[src/rtl/bis_pkg.sv]
// shared constants and types for the batch integer sorter
// no dependencies; compiled first
package bis_pkg;

  localparam int MAX_ITEMS = 32;
  localparam int VALUE_W   = 32;
  localparam int COUNT_W   = $clog2(MAX_ITEMS + 1);

  typedef enum logic [0:0] {
    ST_LOAD,
    ST_EMIT
  } state_t;

  // commands from controller to datapath
  typedef struct packed {
    logic insert;    // place the incoming value into the sorted row
    logic set_ovf;   // note a dropped beat
    logic shift;     // smallest value taken, move the row down
    logic clear;     // batch done, empty the row
  } dp_cmd_t;

  // status from datapath to controller
  typedef struct packed {
    logic full;      // row holds MAX_ITEMS values
    logic last_one;  // one value left in the row
  } dp_status_t;

endpackage

[src/rtl/bis_if.sv]
// stream interfaces for input samples and sorted results
// depends on bis_pkg for field widths
interface bis_in_if;
  logic                                valid;
  logic                                ready;
  logic signed [bis_pkg::VALUE_W-1:0]  sample_value;
  logic                                is_final;

  modport source (output valid, output sample_value, output is_final, input ready);
  modport sink   (input valid, input sample_value, input is_final, output ready);
endinterface

interface bis_out_if;
  logic                                valid;
  logic                                ready;
  logic signed [bis_pkg::VALUE_W-1:0]  sorted_value;
  logic                                final_out;
  logic                                overflowed;

  modport source (output valid, output sorted_value, output final_out,
                  output overflowed, input ready);
  modport sink   (input valid, input sorted_value, input final_out,
                  input overflowed, output ready);
endinterface

[src/rtl/bis_ctrl.sv]
// controller state machine: load phase and emit phase
// depends on bis_pkg for state, command and status types
module bis_ctrl (
  input  logic                clk,
  input  logic                rst,
  input  logic                in_valid,
  input  logic                in_final,
  output logic                in_ready,
  output logic                out_valid,
  input  logic                out_ready,
  input  bis_pkg::dp_status_t status,
  output bis_pkg::dp_cmd_t    cmd
);

  bis_pkg::state_t state;
  bis_pkg::state_t state_next;

  // state register
  always_ff @(posedge clk) begin
    if (rst) begin
      state <= bis_pkg::ST_LOAD;
    end else begin
      state <= state_next;
    end
  end

  // next state and commands
  always_comb begin
    state_next  = state;
    cmd         = '0;
    in_ready    = 1'b0;
    out_valid   = 1'b0;
    unique case (state)
      bis_pkg::ST_LOAD: begin
        in_ready = 1'b1;
        if (in_valid) begin
          // a beat beyond capacity is dropped but still may end the batch
          cmd.insert  = !status.full;
          cmd.set_ovf = status.full;
          if (in_final) begin
            state_next = bis_pkg::ST_EMIT;
          end
        end
      end
      bis_pkg::ST_EMIT: begin
        out_valid = 1'b1;
        if (out_ready) begin
          if (status.last_one) begin
            cmd.clear  = 1'b1;
            state_next = bis_pkg::ST_LOAD;
          end else begin
            cmd.shift = 1'b1;
          end
        end
      end
      default: begin
        state_next = bis_pkg::ST_LOAD;
      end
    endcase
  end

endmodule

[src/rtl/bis_datapath.sv]
// datapath: sorted row of value cells with insertion on load, shift on emit
// depends on bis_pkg for widths and command/status types
module bis_datapath (
  input  logic                               clk,
  input  logic                               rst,
  input  bis_pkg::dp_cmd_t                   cmd,
  output bis_pkg::dp_status_t                status,
  input  logic signed [bis_pkg::VALUE_W-1:0] sample_value,
  output logic signed [bis_pkg::VALUE_W-1:0] sorted_value,
  output logic                               final_out,
  output logic                               overflowed
);

  logic signed [bis_pkg::VALUE_W-1:0] cells [bis_pkg::MAX_ITEMS];
  logic signed [bis_pkg::VALUE_W-1:0] cells_next [bis_pkg::MAX_ITEMS];
  logic [bis_pkg::COUNT_W-1:0]        count;
  logic                               ovf;
  logic [bis_pkg::MAX_ITEMS-1:0]      above;

  // per cell: empty cells count as larger than anything
  always_comb begin
    for (int i = 0; i < bis_pkg::MAX_ITEMS; i++) begin
      above[i] = (bis_pkg::COUNT_W'(i) >= count) || (cells[i] > sample_value);
    end
  end

  // next row contents
  always_comb begin
    for (int i = 0; i < bis_pkg::MAX_ITEMS; i++) begin
      cells_next[i] = cells[i];
      if (cmd.insert) begin
        if (above[i]) begin
          if (i == 0) begin
            cells_next[i] = sample_value;
          end else if (!above[i-1]) begin
            cells_next[i] = sample_value;
          end else begin
            cells_next[i] = cells[i-1];
          end
        end
      end else if (cmd.shift) begin
        if (i < bis_pkg::MAX_ITEMS - 1) begin
          cells_next[i] = cells[i+1];
        end
      end
    end
  end

  // value cells, no reset needed
  always_ff @(posedge clk) begin
    for (int i = 0; i < bis_pkg::MAX_ITEMS; i++) begin
      cells[i] <= cells_next[i];
    end
  end

  // fill count and overflow flag
  always_ff @(posedge clk) begin
    if (rst || cmd.clear) begin
      count <= '0;
      ovf   <= 1'b0;
    end else begin
      if (cmd.insert) begin
        count <= count + bis_pkg::COUNT_W'(1);
      end else if (cmd.shift) begin
        count <= count - bis_pkg::COUNT_W'(1);
      end
      if (cmd.set_ovf) begin
        ovf <= 1'b1;
      end
    end
  end

  assign status.full     = (count == bis_pkg::COUNT_W'(bis_pkg::MAX_ITEMS));
  assign status.last_one = (count == bis_pkg::COUNT_W'(1));

  // result beat straight from the head cell
  assign sorted_value = cells[0];
  assign final_out    = status.last_one;
  assign overflowed   = ovf;

endmodule

[src/rtl/batch_integer_sorter_core.sv]
// batch integer sorter: one input beat per cycle during load; ready is low while
// a batch is emitted. The first result is valid the cycle after the final beat,
// then one result per cycle while the receiver is ready; each load step inserts
// the beat straight into its place in the sorted cell row.
// Reset (rst, synchronous) empties the batch and clears the overflow flag.
module batch_integer_sorter_core (
  input  logic        clk,
  input  logic        rst,
  bis_in_if.sink      samples,
  bis_out_if.source   results
);

  bis_pkg::dp_cmd_t    cmd;
  bis_pkg::dp_status_t status;

  // control
  bis_ctrl u_ctrl (
    .clk       (clk),
    .rst       (rst),
    .in_valid  (samples.valid),
    .in_final  (samples.is_final),
    .in_ready  (samples.ready),
    .out_valid (results.valid),
    .out_ready (results.ready),
    .status    (status),
    .cmd       (cmd)
  );

  // data
  bis_datapath u_datapath (
    .clk          (clk),
    .rst          (rst),
    .cmd          (cmd),
    .status       (status),
    .sample_value (samples.sample_value),
    .sorted_value (results.sorted_value),
    .final_out    (results.final_out),
    .overflowed   (results.overflowed)
  );

endmodule

[src/flat_wrapper.sv]
// flat-port wrapper written by rule: the top's interface ports become plain ports
module batch_integer_sorter_core_flat 
  (clk, rst, samples_valid, samples_sample_value, samples_is_final, samples_ready, results_valid, results_sorted_value, results_final_out, results_overflowed, results_ready);
  bis_in_if samples_i ();
  bis_out_if results_i ();
  input  logic clk;
  input  logic rst;
  input wire logic [$bits(samples_i.valid)-1:0] samples_valid;
  input wire logic [$bits(samples_i.sample_value)-1:0] samples_sample_value;
  input wire logic [$bits(samples_i.is_final)-1:0] samples_is_final;
  output wire logic [$bits(samples_i.ready)-1:0] samples_ready;
  output wire logic [$bits(results_i.valid)-1:0] results_valid;
  output wire logic [$bits(results_i.sorted_value)-1:0] results_sorted_value;
  output wire logic [$bits(results_i.final_out)-1:0] results_final_out;
  output wire logic [$bits(results_i.overflowed)-1:0] results_overflowed;
  input wire logic [$bits(results_i.ready)-1:0] results_ready;
  assign samples_i.valid = samples_valid;
  assign samples_i.sample_value = samples_sample_value;
  assign samples_i.is_final = samples_is_final;
  assign samples_ready = samples_i.ready;
  assign results_valid = results_i.valid;
  assign results_sorted_value = results_i.sorted_value;
  assign results_final_out = results_i.final_out;
  assign results_overflowed = results_i.overflowed;
  assign results_i.ready = results_ready;
  batch_integer_sorter_core u_core (.clk(clk), .rst(rst), .samples(samples_i), .results(results_i));
endmodule
[config.mk]
export PLATFORM = sky130hd
export DESIGN_NAME = batch_integer_sorter_core_flat
export DESIGN_NICKNAME = d
export VERILOG_FILES = /design/src/rtl/bis_pkg.sv /design/src/rtl/bis_if.sv /design/src/rtl/bis_ctrl.sv /design/src/rtl/bis_datapath.sv /design/src/rtl/batch_integer_sorter_core.sv /design/src/flat_wrapper.sv
export SDC_FILE = /design/constraint.sdc
export NUM_CORES = 2
export LEC_CHECK = 0
export BUFFER_PORTS_ARGS = -buffer_cell sky130_fd_sc_hd__buf_2
export CAP_MARGIN = 20
export CORE_ASPECT_RATIO = 0.6
export CORE_MARGIN = 1
export CORE_UTILIZATION = 60
export CTS_BUF_LIST = sky130_fd_sc_hd__clkbuf_16
export DETAILED_ROUTE_END_ITERATION = 8
export PLACE_DENSITY_LB_ADDON = 0.08
export SLEW_MARGIN = 20
export SYNTH_ARGS = -nofsm -noshare
export SYNTH_HDL_FRONTEND = slang
export SYNTH_SLANG_ARGS = --single-unit
[constraint.sdc]
create_clock -name clk -period 17.1 [get_ports clk]
set_input_delay 1.71 -clock clk [delete_from_list [all_inputs] [get_ports clk]]
set_output_delay 1.71 -clock clk [all_outputs]
set_load 0.01 [all_outputs]
==> out/qor.yml <==
run_status:
  status: "complete, no violations"
power_and_ir_drop:
  power_frac_seq_pct: 43.5
  switchingPower_mw: 3.47
  p_int_mw: 5.75
  peakVddDrop_mv: 0.0788
  clkPwrFrac_pct: 26.4
  power_frac_comb_pct: 30.1
  leakagePower_nw: 35.0
  powerDensity_nw_per_um2: 115
  p_sw_share_pct: 37.7
  power_mw: 9.22
critical_path:
  worst_path_max_delay_cell: "nor3_1"
  r2r_slack_ps: 10650
  slowest_delay_ps: 850
  r2r_start: "u_core.u_datapath.count[1]$_SDFFE_PP0P_"
  path_max_fanout: 33
  start_kind: "primary input"
  reg2reg_depth: 11
  crit_top_cell: "buf_4"
  path_cells: "buf_2 -> inv_2 -> buf_4 -> ha_1 -> nand4_1 -> nor3_1 -> o21ai_0 -> o211ai_1 -> a21oi_1 -> mux2i_1 -> o221ai_4 -> buf_4 -> a21o_1 -> buf_4"
  critPathCaptureType: "flop"
  required_ps: 17520
  r2r_end: "u_core.u_datapath.cells[1][385]$_DFFE_PP_"
  crit_type: "primary input to flop"
  cp.arrival_ps: 7730
sta:
  slew_headroom_pct: 12.5
  max_freq_ghz: 0.137
  rsz0062_at_grt: "false"
  fin_setup_tns_ps: 0
  fin_ws_ps: 9780
  skew_ps: 26.9
  tightest_slew_ps: 1300
  setup_violations: 0
  post-route-period-util_pct: 42.8
  slew_violations: 0
  final.min_clock_period_ps: 7320
  hold_viol_final: 0
synthesis:
  synthDistinctLibCells: 77
  synth_nets: 8568
  ys_seq_area_share_pct: 41.3
  syn_inst: 7503
  synth_top_cell_by_area: "edfxtp_1"
  synth_xor_xnor_area_share_pct: 0.0468
  synth-compound-area-share_pct: 16.1
  synth_top_family_by_area: "adder cells"
  yosysMostFrequentCell: "nand2_1"
  synth-seq-cells: 1032
  syn_avg_cell_area_um2: 9.99
  ys_dominant_reg_cell: "edfxtp_1"
  netlist_area_um2: 74900
  synth_top_area_share_pct: 41.0
  netlist_top_cells_count: "1233 x nand2_1, 1028 x ha_1, 1024 x edfxtp_1"
  synth_fa_ha_area_share_pct: 17.2
  synth_area_leaders: "edfxtp_1 41%, ha_1 17%, mux2i_1 7.0%, nand2_1 6.2%, o211ai_1 4.1%"
  async_reset_ff_share_pct: 0
  yosys_warnings: 0
  yosys.area_share.simple_pct: 14.4
  synth_edf_count: 1024
  synthMuxAreaShare_pct: 7.48
route:
  met1_length_um: 116000
  drt_iter0_drc: 9936
  drt_drc_violations_left: 0
  antenna_left: 0
  dr.max_layer_used: "met5"
  met2_length_um: 115000
  dr_wl_met3_um: 47200
  wl_per_cell_um: 32.0
  via_per_inst: 7.32
  first_pass_iters: 8
  wl_um: 291000
  vias: 66400
finish:
  nets: 8430
  fin_util_pct: 65.3
  multiInputGateArea_um2: 41600
  register_area_um2: 30900
  n_fill_cell: 9869
  fin_area_um2: 80100
  drive_gt1_share_pct: 6.99
  syn2layout_area_growth_pct: 6.86
placement:
  gp_congestion: 1.05
  hpwl_um: 209000
  place_area_um2: 76600
  pre_cts_slack_ps: 9660
  io_buffer_count: 72
global_routing:
  grt_max_degree: 249
  grt_pass1_wl_um: 415000
  antenna_found_initial: 14
  grt_pass1_vias: 62200
  grt_usage_pct: 44.7
  grt_overflow_total: 0
job:
  max_cap_viol_count: 0
hold_path:
  whs_path_depth: 2
  hold_start: "u_core.u_datapath.overflowed$_SDFFE_PP0P_"
  hold_end: "u_core.u_datapath.overflowed$_SDFFE_PP0P_"
  hp-class: "flop to flop"
floorplan:
  die_w_um: 458
  die-area_um2: 126000
  io_pins: 73
  initial_core_util_pct: 61.1
  row_count: 99
  coreArea_um2: 123000
  die_y_um: 276
clock_tree:
  post-cts-setup-buffer-count: 0
  cts_max_path_buffers: 3
  postCtsHoldBufs: 0
  htreeDepth: 3
  cts_root_buffer: "clkbuf_16"
  cts_sinks: 1032
  cts_tree: "built"
  cts-resized-gates: 0
  clk_latency_ps: 750
  cts.clk_slew.worst_paths_ps: 70
  cts-buffers-inserted: 102
-- stage by stage --
step | instances | hold WS (ps)
2_1_floorplan | 7503 | 505
3_3_place_gp | 8875 | 499
3_5_place_dp | 8876 | 516
4_1_cts | 9064 | 534
5_1_grt | 9066 | 588
6_report | 9082 | 537
-- layer usage --
metal  global-route usage (%)  vias to the layer above
met4                     17.6                       26
met3                     21.0                      749
li1                         -                    28600
met1                     60.6                    32300
met2                     61.0                     4708
met5                    0.696                        -
-- worst max path at each step --
stage | from | to | slack (ps) | cells after the start
floorplan | samples_sample_value[5] | u_core.u_datapath.cells[1][384]$_DFFE_PP_ | 10190 | 12
global placement | samples_sample_value[11] | u_core.u_datapath.cells[1][450]$_DFFE_PP_ | 9740 | 14
detailed placement | samples_sample_value[11] | u_core.u_datapath.cells[1][450]$_DFFE_PP_ | 9660 | 14
CTS | samples_sample_value[11] | u_core.u_datapath.cells[1][448]$_DFFE_PP_ | 10400 | 14
global route | samples_sample_value[11] | u_core.u_datapath.cells[1][448]$_DFFE_PP_ | 9960 | 14
finish | samples_sample_value[11] | u_core.u_datapath.cells[1][457]$_DFFE_PP_ | 9780 | 14
-- registers in the layout (all words and copies together) (netlist names) --
name	cells
u_core.u_ctrl.state	1
u_core.u_datapath.cells	1024
u_core.u_datapath.count	6
u_core.u_datapath.overflowed	1
-- worst max-delay path, delay by kind of cell --
kind,cells,cell delay [ps]
AND/OR/NAND/NOR,2,980
adder cells (fa/ha/maj),1,360
buffers and inverters,5,2580
AO/OA/AOI/OAI,5,1850
multiplexers,1,180
-- power groups by stage --
stage          Clock [mW]  Sequential [mW]  Combinational [mW]
3_5_place_dp            0             4.00                2.65
5_1_grt              2.51             4.01                3.01
4_1_cts              2.42             3.95                2.66
3_3_place_gp            0             4.01                2.53
2_1_floorplan           0             3.73                1.88
6_report             2.43             4.01                2.78
-- logic make-up after synthesis --
| logic type | count (synthesis) |
|---|---|
| xor+xnor | 4 |
| compound gates | 1921 |
| flops | 1032 |
| fa+ha+maj | 1028 |
| buf+inv | 586 |
| mux | 556 |
| simple gates | 2376 |
-- final cells by class --
class | instances | area share (%)
multi-input combinational | 5885 | 51.9
tap | 1616 | 2.53
inverter | 100 | 0.469
clock buffer | 106 | 3.31
antenna | 17 | 0.0531
clock inverter | 82 | 0.949
sequential | 1032 | 38.6
timing repair buffer | 244 | 2.16
-- cell usage in the layout, fill, tap and decap left out, types with 109 or more instances in the layout --
cell,count
buf_4,165
o21ai_0,528
nand4_1,239
a21o_1,109
nand2_1,1231
mux2i_1,524
o211ai_1,406
edfxtp_1,1024
nand3_1,541
nor2_1,149
a21oi_1,505
ha_1,1028
No activity file was read; power rests on OpenSTA's default activity.
